**config.mk**
```make
export PLATFORM = sky130hd
export DESIGN_NAME = aging_resource_pool_unit
export DESIGN_NICKNAME = d
export VERILOG_FILES = /design/src/rtl/arp_pkg.sv /design/src/rtl/arp_ram.sv /design/src/rtl/aging_resource_pool_unit.sv
export SDC_FILE = /design/constraint.sdc
export NUM_CORES = 2
export LEC_CHECK = 0
export ABC_CLOCK_PERIOD_IN_PS = 8000
export BUFFER_PORTS_ARGS = -buffer_cell sky130_fd_sc_hd__buf_4
export CORE_UTILIZATION = 30
export CTS_CLUSTER_SIZE = 28
export DETAILED_ROUTE_END_ITERATION = 12
export PLACE_DENSITY = 0.42
export SYNTH_ARGS = -nofsm -noshare
export SYNTH_HDL_FRONTEND = slang
export SYNTH_SLANG_ARGS = --single-unit
```
**constraint.sdc**
```tcl
create_clock -name clk -period 8 [get_ports clk]
set_input_delay 1.2 -clock clk [delete_from_list [all_inputs] [get_ports clk]]
set_output_delay 1.2 -clock clk [all_outputs]
set_load 0.02 [all_outputs]
```
**src/rtl/arp_pkg.sv**
```systemverilog
// Shared constants, codes and helpers of the aging resource pool.
package arp_pkg;

  localparam int NUM_BUCKETS      = 8;
  localparam int SLOTS_PER_BUCKET = 4;
  localparam int TOTAL_SLOTS      = NUM_BUCKETS * SLOTS_PER_BUCKET;

  localparam int BIDX_W  = (NUM_BUCKETS > 1) ? $clog2(NUM_BUCKETS) : 1;
  localparam int SIDX_W  = (SLOTS_PER_BUCKET > 1) ? $clog2(SLOTS_PER_BUCKET) : 1;
  localparam int SLOT_W  = (TOTAL_SLOTS > 1) ? $clog2(TOTAL_SLOTS) : 1;
  localparam int CNT_W   = 6;
  localparam int AGE_W   = 8;
  localparam int ROW_W   = SLOTS_PER_BUCKET * AGE_W;

  localparam int DIM_W    = 14;
  localparam int CODE_W   = 16;
  localparam int SIZE_W   = 2 * DIM_W;
  localparam int FMT_W    = 3 * CODE_W;
  localparam int KEY_W    = SIZE_W + FMT_W;
  localparam int HANDLE_W = 5;
  localparam int STATUS_W = 3;

  localparam int S_DATA_W = 88;
  localparam int M_DATA_W = 24;

  localparam logic [AGE_W-1:0] MISS_RESET = 8'd10;
  localparam logic [AGE_W-1:0] IDLE_RESET = 8'd20;
  localparam logic [AGE_W-1:0] AGE_MAX    = 8'd255;

  localparam logic CFG_MISS_LIMIT = 1'b0;
  localparam logic CFG_IDLE_LIMIT = 1'b1;

  localparam logic KIND_ACQUIRE = 1'b0;
  localparam logic KIND_RELEASE = 1'b1;

  localparam logic [STATUS_W-1:0] ST_REUSED   = 3'd0;
  localparam logic [STATUS_W-1:0] ST_CLAIMED  = 3'd1;
  localparam logic [STATUS_W-1:0] ST_NO_ROOM  = 3'd2;
  localparam logic [STATUS_W-1:0] ST_RELEASED = 3'd3;
  localparam logic [STATUS_W-1:0] ST_IGNORED  = 3'd4;

  function automatic logic [AGE_W-1:0] sat_inc(input logic [AGE_W-1:0] v);
    sat_inc = (v == AGE_MAX) ? AGE_MAX : v + AGE_W'(1);
  endfunction

  function automatic logic [SLOT_W-1:0] slot_of(input logic [BIDX_W-1:0] b, input int s);
    slot_of = SLOT_W'(int'(b) * SLOTS_PER_BUCKET + s);
  endfunction

endpackage

```
**src/rtl/arp_ram.sv**
```systemverilog
// Generic single-write, single-read RAM with registered read data.
module arp_ram #(
  parameter int WIDTH = 8,
  parameter int DEPTH = 8
) (
  input  logic                             clk,
  input  logic                             we,
  input  logic [$clog2(DEPTH > 1 ? DEPTH : 2)-1:0] waddr,
  input  logic [WIDTH-1:0]                 wdata,
  input  logic [$clog2(DEPTH > 1 ? DEPTH : 2)-1:0] raddr,
  output logic [WIDTH-1:0]                 rdata
);

  logic [WIDTH-1:0] mem [DEPTH];

  always_ff @(posedge clk) begin
    if (we) begin
      mem[waddr] <= wdata;
    end
    rdata <= mem[raddr];
  end

endmodule

```
**src/rtl/aging_resource_pool_unit.sv**
```systemverilog
// Aging resource pool: buffer handle allocator with bucket and idle aging.
//
// Input channel s_*: one transfer is one request. s_tuser carries the kind
// (acquire or release); s_tdata carries the bucket key and the handle to
// release. Output channel m_*: one result transfer per request, with the
// granted handle, a status code and the total and busy slot counts.
// cfg_we/cfg_addr/cfg_data write the miss limit (index 0) and idle limit
// (index 1); write only while the block is idle.
//
// One request at a time. An acquire runs from its transfer to the result
// through these steps: a walk of the key memory one bucket per cycle, bucket
// aging, opening a bucket, if one is found a read-modify-write of its idle-age row,
// a count walk over the buckets one bucket per cycle and posting the result.
// A release skips the key walk, aging and opening. The next request is taken
// only once the result is posted, so no request is taken before the last one
// is through. The key walk and the count walk make up most of a request.
//
// Reset (rst, synchronous) empties the pool and restores both limits; the
// memories are not cleared, as no entry is used before it is written.
// If the receiver stalls, the result is held in the output register and
// the block waits before posting the next one.
module aging_resource_pool_unit (
  input  logic                           clk,
  input  logic                           rst,
  input  logic                           s_tvalid,
  output logic                           s_tready,
  // width, height, internal_fmt, pixel_fmt, elem_type, handle_in, handle_ok
  input  logic [arp_pkg::S_DATA_W-1:0]   s_tdata,
  // kind
  input  logic                           s_tuser,
  output logic                           m_tvalid,
  input  logic                           m_tready,
  // handle_out, status, total_count, busy_count
  output logic [arp_pkg::M_DATA_W-1:0]   m_tdata,
  input  logic                           cfg_we,
  input  logic                           cfg_addr,
  input  logic [arp_pkg::AGE_W-1:0]      cfg_data
);

  localparam int NB = arp_pkg::NUM_BUCKETS;
  localparam int NS = arp_pkg::SLOTS_PER_BUCKET;
  localparam int NT = arp_pkg::TOTAL_SLOTS;
  localparam int BW = arp_pkg::BIDX_W;
  localparam int AW = arp_pkg::AGE_W;
  localparam int CW = arp_pkg::CNT_W;

  typedef enum logic [3:0] {
    S_IDLE, S_SCAN, S_LAST, S_AGE, S_OPEN, S_ROW, S_SLOT, S_REL, S_COUNT, S_DONE
  } state_t;

  state_t state;

  // limits
  logic [AW-1:0] miss_limit, idle_limit;

  // request
  logic                       op_kind;
  logic [arp_pkg::KEY_W-1:0]  key;
  logic [arp_pkg::HANDLE_W-1:0] rel_handle;
  logic                       rel_ok;

  // pool state held in flops
  logic          bvalid  [NB];
  logic [AW-1:0] miss    [NB];
  logic          present [NT];
  logic          busy    [NT];

  // key walk
  logic [BW-1:0] scan_idx, cmp_idx, cur_b;
  logic          cmp_vld;
  logic          hit_found;
  logic [BW-1:0] hit_idx;

  // result and counting
  logic [arp_pkg::HANDLE_W-1:0] res_handle;
  logic [arp_pkg::STATUS_W-1:0] res_status;
  logic [BW-1:0] cnt_idx;
  logic [CW-1:0] tot_acc, busy_acc;

  // memories
  logic                      key_we;
  logic [arp_pkg::KEY_W-1:0] key_rdata;
  logic                      row_we;
  logic [arp_pkg::ROW_W-1:0] row_rdata, row_wdata;

  // lowest free bucket after aging
  logic          open_found;
  logic [BW-1:0] open_idx;

  arp_ram #(.WIDTH(arp_pkg::KEY_W), .DEPTH(NB)) u_key_ram (
    .clk(clk), .we(key_we), .waddr(open_idx), .wdata(key),
    .raddr(scan_idx), .rdata(key_rdata)
  );

  arp_ram #(.WIDTH(arp_pkg::ROW_W), .DEPTH(NB)) u_age_ram (
    .clk(clk), .we(row_we), .waddr(cur_b), .wdata(row_wdata),
    .raddr(cur_b), .rdata(row_rdata)
  );

  assign s_tready = (state == S_IDLE);

  // Bucket aging: every valid bucket other than the hit is a miss.
  logic          age_valid   [NB];
  logic [AW-1:0] age_miss    [NB];
  logic          age_present [NT];

  always_comb begin
    logic [AW-1:0] inc;
    logic          frees;
    logic          any;
    any = 1'b0;
    for (int b = 0; b < NB; b++) begin
      age_valid[b] = bvalid[b];
      age_miss[b]  = miss[b];
      for (int s = 0; s < NS; s++) begin
        age_present[b*NS+s] = present[b*NS+s];
      end
      inc   = arp_pkg::sat_inc(miss[b]);
      frees = (inc >= miss_limit);
      if (hit_found && hit_idx == BW'(b)) begin
        age_miss[b] = '0;
      end else if (bvalid[b]) begin
        any = 1'b0;
        for (int s = 0; s < NS; s++) begin
          if (frees && !busy[b*NS+s]) begin
            age_present[b*NS+s] = 1'b0;
          end
          any = any | age_present[b*NS+s];
        end
        age_miss[b] = frees ? '0 : inc;
        if (!any) begin
          age_valid[b] = 1'b0;
          age_miss[b]  = '0;
        end
      end
    end
  end

  always_comb begin
    open_found = 1'b0;
    open_idx   = '0;
    for (int b = NB - 1; b >= 0; b--) begin
      if (!bvalid[b]) begin
        open_found = 1'b1;
        open_idx   = BW'(b);
      end
    end
  end

  // Slot pick and idle aging inside bucket cur_b.
  logic                         pick_found, pick_claim;
  logic [arp_pkg::SIDX_W-1:0]   pick_s;
  logic                         slot_present_n [NS];
  logic                         slot_busy_n    [NS];
  logic [arp_pkg::ROW_W-1:0]    slot_row_n;

  always_comb begin
    logic [AW-1:0] age;
    logic          idle_found;
    logic          free_found;
    logic [arp_pkg::SIDX_W-1:0] idle_s, free_s;
    idle_found = 1'b0;
    free_found = 1'b0;
    idle_s     = '0;
    free_s     = '0;
    for (int s = NS - 1; s >= 0; s--) begin
      if (present[arp_pkg::slot_of(cur_b, s)] && !busy[arp_pkg::slot_of(cur_b, s)]) begin
        idle_found = 1'b1;
        idle_s     = arp_pkg::SIDX_W'(s);
      end
      if (!present[arp_pkg::slot_of(cur_b, s)]) begin
        free_found = 1'b1;
        free_s     = arp_pkg::SIDX_W'(s);
      end
    end
    pick_claim = !idle_found;
    pick_found = idle_found || free_found;
    pick_s     = idle_found ? idle_s : free_s;
    slot_row_n = row_rdata;
    for (int s = 0; s < NS; s++) begin
      slot_present_n[s] = present[arp_pkg::slot_of(cur_b, s)];
      slot_busy_n[s]    = busy[arp_pkg::slot_of(cur_b, s)];
      age = arp_pkg::sat_inc(row_rdata[s*AW +: AW]);
      if (pick_s == arp_pkg::SIDX_W'(s)) begin
        slot_present_n[s]   = 1'b1;
        slot_busy_n[s]      = 1'b1;
        slot_row_n[s*AW +: AW] = '0;
      end else if (slot_present_n[s] && !slot_busy_n[s]) begin
        if (age >= idle_limit) begin
          slot_present_n[s]      = 1'b0;
          slot_row_n[s*AW +: AW] = '0;
        end else begin
          slot_row_n[s*AW +: AW] = age;
        end
      end
    end
  end

  // release checks
  logic [arp_pkg::SIDX_W-1:0] rel_s;
  logic                       rel_valid;
  logic [arp_pkg::ROW_W-1:0]  rel_row_n;

  assign rel_s     = arp_pkg::SIDX_W'(rel_handle % NS);
  assign rel_valid = rel_ok
                     && ({1'b0, rel_handle} < (arp_pkg::HANDLE_W + 1)'(NT))
                     && present[arp_pkg::SLOT_W'(rel_handle)];

  always_comb begin
    rel_row_n = row_rdata;
    rel_row_n[rel_s*AW +: AW] = '0;
  end

  assign key_we    = (state == S_OPEN) && !hit_found && open_found;
  assign row_we    = ((state == S_SLOT) && pick_found) || ((state == S_REL) && rel_valid);
  assign row_wdata = (state == S_REL) ? rel_row_n : slot_row_n;

  // per-bucket occupancy for the count walk
  logic [CW-1:0] bkt_tot, bkt_busy;

  always_comb begin
    bkt_tot  = '0;
    bkt_busy = '0;
    for (int s = 0; s < NS; s++) begin
      bkt_tot  = bkt_tot + CW'(present[arp_pkg::slot_of(cnt_idx, s)]);
      bkt_busy = bkt_busy + CW'(present[arp_pkg::slot_of(cnt_idx, s)]
                                && busy[arp_pkg::slot_of(cnt_idx, s)]);
    end
  end

  always_ff @(posedge clk) begin
    if (rst) begin
      state      <= S_IDLE;
      miss_limit <= arp_pkg::MISS_RESET;
      idle_limit <= arp_pkg::IDLE_RESET;
      m_tvalid   <= 1'b0;
      cmp_vld    <= 1'b0;
      hit_found  <= 1'b0;
      for (int b = 0; b < NB; b++) begin
        bvalid[b] <= 1'b0;
        miss[b]   <= '0;
      end
      for (int g = 0; g < NT; g++) begin
        present[g] <= 1'b0;
        busy[g]    <= 1'b0;
      end
    end else begin
      if (cfg_we) begin
        if (cfg_addr == arp_pkg::CFG_MISS_LIMIT) begin
          miss_limit <= cfg_data;
        end else begin
          idle_limit <= cfg_data;
        end
      end
      // S_DONE refills the output register itself
      if (m_tvalid && m_tready && state != S_DONE) begin
        m_tvalid <= 1'b0;
      end

      // key compare in the cycle after the read
      cmp_vld <= (state == S_SCAN);
      if (cmp_vld && !hit_found && bvalid[cmp_idx] && key_rdata == key) begin
        hit_found <= 1'b1;
        hit_idx   <= cmp_idx;
      end

      case (state)
        S_IDLE: begin
          if (s_tvalid) begin
            op_kind    <= s_tuser;
            key        <= s_tdata[arp_pkg::KEY_W-1:0];
            rel_handle <= s_tdata[arp_pkg::KEY_W +: arp_pkg::HANDLE_W];
            rel_ok     <= s_tdata[arp_pkg::KEY_W + arp_pkg::HANDLE_W];
            cur_b      <= BW'(s_tdata[arp_pkg::KEY_W +: arp_pkg::HANDLE_W] / NS);
            scan_idx   <= '0;
            hit_found  <= 1'b0;
            res_handle <= '0;
            state      <= (s_tuser == arp_pkg::KIND_RELEASE) ? S_ROW : S_SCAN;
          end
        end
        S_SCAN: begin
          cmp_idx <= scan_idx;
          if (scan_idx == BW'(NB - 1)) begin
            state <= S_LAST;
          end else begin
            scan_idx <= scan_idx + BW'(1);
          end
        end
        S_LAST: begin
          state <= S_AGE;
        end
        S_AGE: begin
          for (int b = 0; b < NB; b++) begin
            bvalid[b] <= age_valid[b];
            miss[b]   <= age_miss[b];
          end
          for (int g = 0; g < NT; g++) begin
            present[g] <= age_present[g];
          end
          state <= S_OPEN;
        end
        S_OPEN: begin
          if (hit_found) begin
            cur_b <= hit_idx;
            state <= S_ROW;
          end else if (open_found) begin
            // key written to the key memory at open_idx this cycle
            bvalid[open_idx] <= 1'b1;
            miss[open_idx]   <= '0;
            state            <= S_ROW;
          end else begin
            res_status <= arp_pkg::ST_NO_ROOM;
            cnt_idx    <= '0;
            tot_acc    <= '0;
            busy_acc   <= '0;
            state      <= S_COUNT;
          end
        end
        S_ROW: begin
          state <= (op_kind == arp_pkg::KIND_RELEASE) ? S_REL : S_SLOT;
        end
        S_SLOT: begin
          if (pick_found) begin
            for (int s = 0; s < NS; s++) begin
              present[arp_pkg::slot_of(cur_b, s)] <= slot_present_n[s];
              busy[arp_pkg::slot_of(cur_b, s)]    <= slot_busy_n[s];
            end
            res_handle <= arp_pkg::HANDLE_W'(arp_pkg::slot_of(cur_b, int'(pick_s)));
            res_status <= pick_claim ? arp_pkg::ST_CLAIMED : arp_pkg::ST_REUSED;
          end else begin
            res_status <= arp_pkg::ST_NO_ROOM;
          end
          cnt_idx  <= '0;
          tot_acc  <= '0;
          busy_acc <= '0;
          state    <= S_COUNT;
        end
        S_REL: begin
          if (rel_valid) begin
            busy[arp_pkg::SLOT_W'(rel_handle)] <= 1'b0;
            res_status <= arp_pkg::ST_RELEASED;
          end else begin
            res_status <= arp_pkg::ST_IGNORED;
          end
          cnt_idx  <= '0;
          tot_acc  <= '0;
          busy_acc <= '0;
          state    <= S_COUNT;
        end
        S_COUNT: begin
          tot_acc  <= tot_acc + bkt_tot;
          busy_acc <= busy_acc + bkt_busy;
          if (cnt_idx == BW'(NB - 1)) begin
            state <= S_DONE;
          end else begin
            cnt_idx <= cnt_idx + BW'(1);
          end
        end
        S_DONE: begin
          if (!m_tvalid || m_tready) begin
            m_tvalid <= 1'b1;
            m_tdata  <= {4'd0, busy_acc, tot_acc, res_status, res_handle};
            state    <= S_IDLE;
          end
        end
        default: begin
          state <= S_IDLE;
        end
      endcase

      // the open bucket index rides on cur_b for the row access
      if (state == S_OPEN && !hit_found && open_found) begin
        cur_b <= open_idx;
      end
    end
  end

endmodule

```
==> key figures <==
Clock tree
  • CTS resizes: 0
  • # clock sinks: 1211
  • CTS tree: built
  • CTS H-tree depth: 4
  • CTS Buf Count: ~150
  • Post-CTS Hold Fix Bufs: 0
  • CTS root buf: clkbuf_16
  • Buffer count from post-CTS setup fixing: 0
  • CTS max path bufs: 3
  • Clk slew on worst S/H paths: approximately 0.060 ns
  • Clock latency on the worst-skew pair: roughly 0.80 ns

STA
  • Smallest hold slack: 0.431 ns
  • Least-Margin Pin Slew: around 1.2 ns
  • Tcrit/Tclk final: between 50% and 60%
  • Max Clock Skew: approximately 0.052 ns
  • RSZ-0062 raised after global routing: no
  • Fmax: roughly 0.22 GHz
  • Hold Violations, Final: 0
  • Sum Neg Setup Slack: 0 ns
  • Setup violators final: 0
  • Final Critical Period: between 4 and 5 ns
  • Max_slew headroom: 19.3%
  • Max-slew violations: 0

Floorplan
  • IO Pins: between 100 and 150
  • Core area: ~170000 µm²
  • Row cnt: 150
  • Die width: approximately 410 µm
  • Initial Util: 30.2%
  • Die H: between 400 and 500 µm
  • Die Area: 170000 µm²

Finish
  • Final Core Density: about a third
  • Layout cells sized above 1: 21.1%
  • Final nets: roughly 3600
  • Area taken by multi-input logic gates: 15300 µm²
  • Filler Cell Count: between 15000 and 20000
  • Final Instance Area: around 60000 µm²
  • Seq. cell area: about 34000 µm²
  • Layout Area Growth over Synthesis: 16.8%

GRT
  • Congestion Overflow GR: 0
  • GR Util All Layers: between 15 and 20%
  • Global-route wire length before repair: ~210000 µm
  • Initial antenna violation count: 6
  • Vias in the first global route: between 20000 and 30000
  • Pin count of the biggest net entering global routing: roughly 110

Synthesis
  • Yosys top cell area share: between 50 and 60%
  • Post-synth top area cell: edfxtp_1
  • Mapped cell area: roughly 50000 µm²
  • Synth cell types: 88
  • Largest cells by area after synthesis: edfxtp_1 (60%), mux4_2 (8.4%), dfxtp_1 (8.3%), ha_1 (2.6%), mux2_2 (2.3%)
  • Most frequent cell after synthesis: edfxtp_1
  • Mapped Cells: 3178
  • Synth warnings: 0
  • Primary FF master, synth: edfxtp_1
  • Post-synthesis sequential area ratio: between 60% and 70%
  • Top cells by count, synth: edfxtp_1 (1002), dfxtp_1 (209), nand2_1 (195), mux4_2 (187), nor2_1 (162)
  • EDFF count, synth: roughly 1000
  • Flops & latches, synth: approximately 1200
  • Syn Area/Cell: 15.8 µm²
  • FFs w/ async S/R, synth: 0%

Placement
  • PortBufs: 118
  • Placed cell areas: roughly 54000 µm²
  • RD Place Congestion: between 0.8 and 0.9
  • Hpwl dp: 86200 µm

Power
  • Pwr dens: about 300 nW/µm²
  • Maximum vdd ir drop: roughly 0.00023 V
  • Leak Pwr: around 0.020 µW

Worst setup path
  • CP required: approximately 8.7 ns
  • R2R Path Start: miss[7][0]
  • CP Buf/Inv Count: 1
  • Critical Path Start Type: flip-flop
  • Worst r2r dst: miss[7][6]
  • Critical path cell sequence: ha_1, and3_1, and2_1, nand4_1, nand2_1, inv_1, ha_1, nand2b_1, a21o_1, a21oi_1, o21ai_0, a31oi_1, o21ai_0, a31oi_1, a22o_1
  • CP delay by family, top: compound AO/OA/AOI/OAI gates
  • Crit path kind: flip-flop to flip-flop
  • Worst path max stage delay: just under 0.9 ns
  • FF-to-FF path depth: 15
  • Worst R2R Setup Slack: around 3.4 ns
  • CP arrival: ~5.3 ns
  • CP max-delay cell: a31oi_1
  • CP max FO: 8
  • Worst Setup End Kind: flip-flop

Min path
  • Hold Startpoint: res_status[1]
  • Worst hold path type: flip-flop to flip-flop
  • Hold path depth: 0
  • Worst Hold End: m_tdata[6]

Detailed routing
  • DRC Markers: 0
  • Total wire length: roughly 140000 µm
  • Post-DRT Antenna Nets: 0
  • 1st-iter DRT viols: about 2000
  • Vias per cell: ~5.0
  • Via count: roughly 28000
  • WL per Instance: 25.0 µm
  • First-pass DRT Iterations: 5

Run status
  • Status: complete, no violations

Flow run
  • Number of max-cap violations: 0
layout by cell type, fill, tap and decap left out, types with 12 or more instances in the layout:
master	netlist	routed
nand4_1	44	44
and2_1	21	21
mux4_2	187	187
o21ai_0	85	85
a22oi_1	102	102
mux2_2	102	102
mux2i_1	22	22
nand2b_1	42	42
o31ai_1	17	17
clkinv_1	1	23
o2111ai_1	14	14
inv_1	85	84
o21a_1	18	18
a21o_1	27	27
edfxtp_1	1002	1002
nor4_1	14	13
clkbuf_1	89	43
a22o_1	82	82
ha_1	105	105
nor2_2	3	13
o22ai_1	28	28
xnor2_1	29	29
a21oi_1	76	76
nor3_1	22	16
dfxtp_1	209	209
clkbuf_16	0	146
nand2_1	195	195
nand3_1	70	70
nand3b_1	12	12
buf_4	8	170
a31oi_1	14	13
and3_1	35	35
xor2_1	62	62
clkinv_2	0	13
nor2b_1	15	15
nor2_1	162	146
logic make-up (layout without fill, tap and decap cells):
kind of cell,Yosys count,count (layout),synth area share [%]
simple gates,677,677,6.62
compound gates,553,553,8.02
fa+ha+maj,111,111,2.85
buf+inv,222,524,1.78
other cells,1,5,0.00744
flops,1211,1211,68.0
mux,312,312,11.1
xor+xnor,91,91,1.58
stage by stage:
step	cells	power, µW	setup slack [ns]
2_1_floorplan	3181	10100	0.536
3_3_place_gp	5422	11400	3.42
3_5_place_dp	5422	11400	3.53
4_1_cts	5687	18100	3.46
5_1_grt	5687	18600	3.08
6_report	5688	17800	3.44
worst max-delay path by stage:
stage | from | cells past startpoint | end
after detailed placement | miss[7][0] | 15 | miss[7][3]
after CTS | miss[7][0] | 15 | miss[7][6]
after floorplan | state[2] | 7 | miss[1][0]
after global placement | miss[7][0] | 15 | miss[7][0]
after global routing | miss[7][0] | 15 | miss[7][6]
final | miss[7][0] | 15 | miss[7][6]
flip-flops by register name (all words and copies together), names as in the netlist, 20 cells and up, named ones only:
| register | cells |
|---|---|
| key | 76 |
| u_age_ram.rdata | 24 |
| u_key_ram.rdata | 76 |
| m_tdata | 20 |
| u_key_ram.mem | 608 |
| busy | 32 |
| u_age_ram.mem | 192 |
| present | 32 |
| miss | 64 |
worst reg2reg max path, cell delays in order (launching register included):
cell and delay [ns]:
dfxtp_1 0.40, ha_1 0.21, and3_1 0.18, and2_1 0.21, nand4_1 0.28, nand2_1 0.18
inv_1 0.06, ha_1 0.26, nand2b_1 0.14, a21o_1 0.17, a21oi_1 0.16, o21ai_0 0.12
a31oi_1 0.69, o21ai_0 0.30, a31oi_1 0.88, a22o_1 0.26
cell type report:
cell class,instances,area share [%]
clock inverter,65,1.44
timing repair buffer,173,2.27
sequential,1211,58.2
multi-input combinational,1748,26.1
tap,2204,4.69
inverter,86,0.557
antenna,1,0.00425
clock buffer,200,6.74
per-layer routing:
metal,wire (µm),track usage [%],part of all wire [%],up-vias
met5,41,0,0.029,-
met4,3670,5.17,2.6,6
met3,7050,3.58,5.0,215
met2,63500,25.5,45,619
met1,67800,23.9,48,14700
li1,-,-,-,13000
report_power, final:
group          internal (µW)  switching, µW  leakage [µW]
Combinational           1270           1900       0.00697
Sequential              7590            443        0.0109
Clock                   3820           2770       0.00230
Total                  12700           5110        0.0201
No activity file was read; power rests on OpenSTA's default activity.
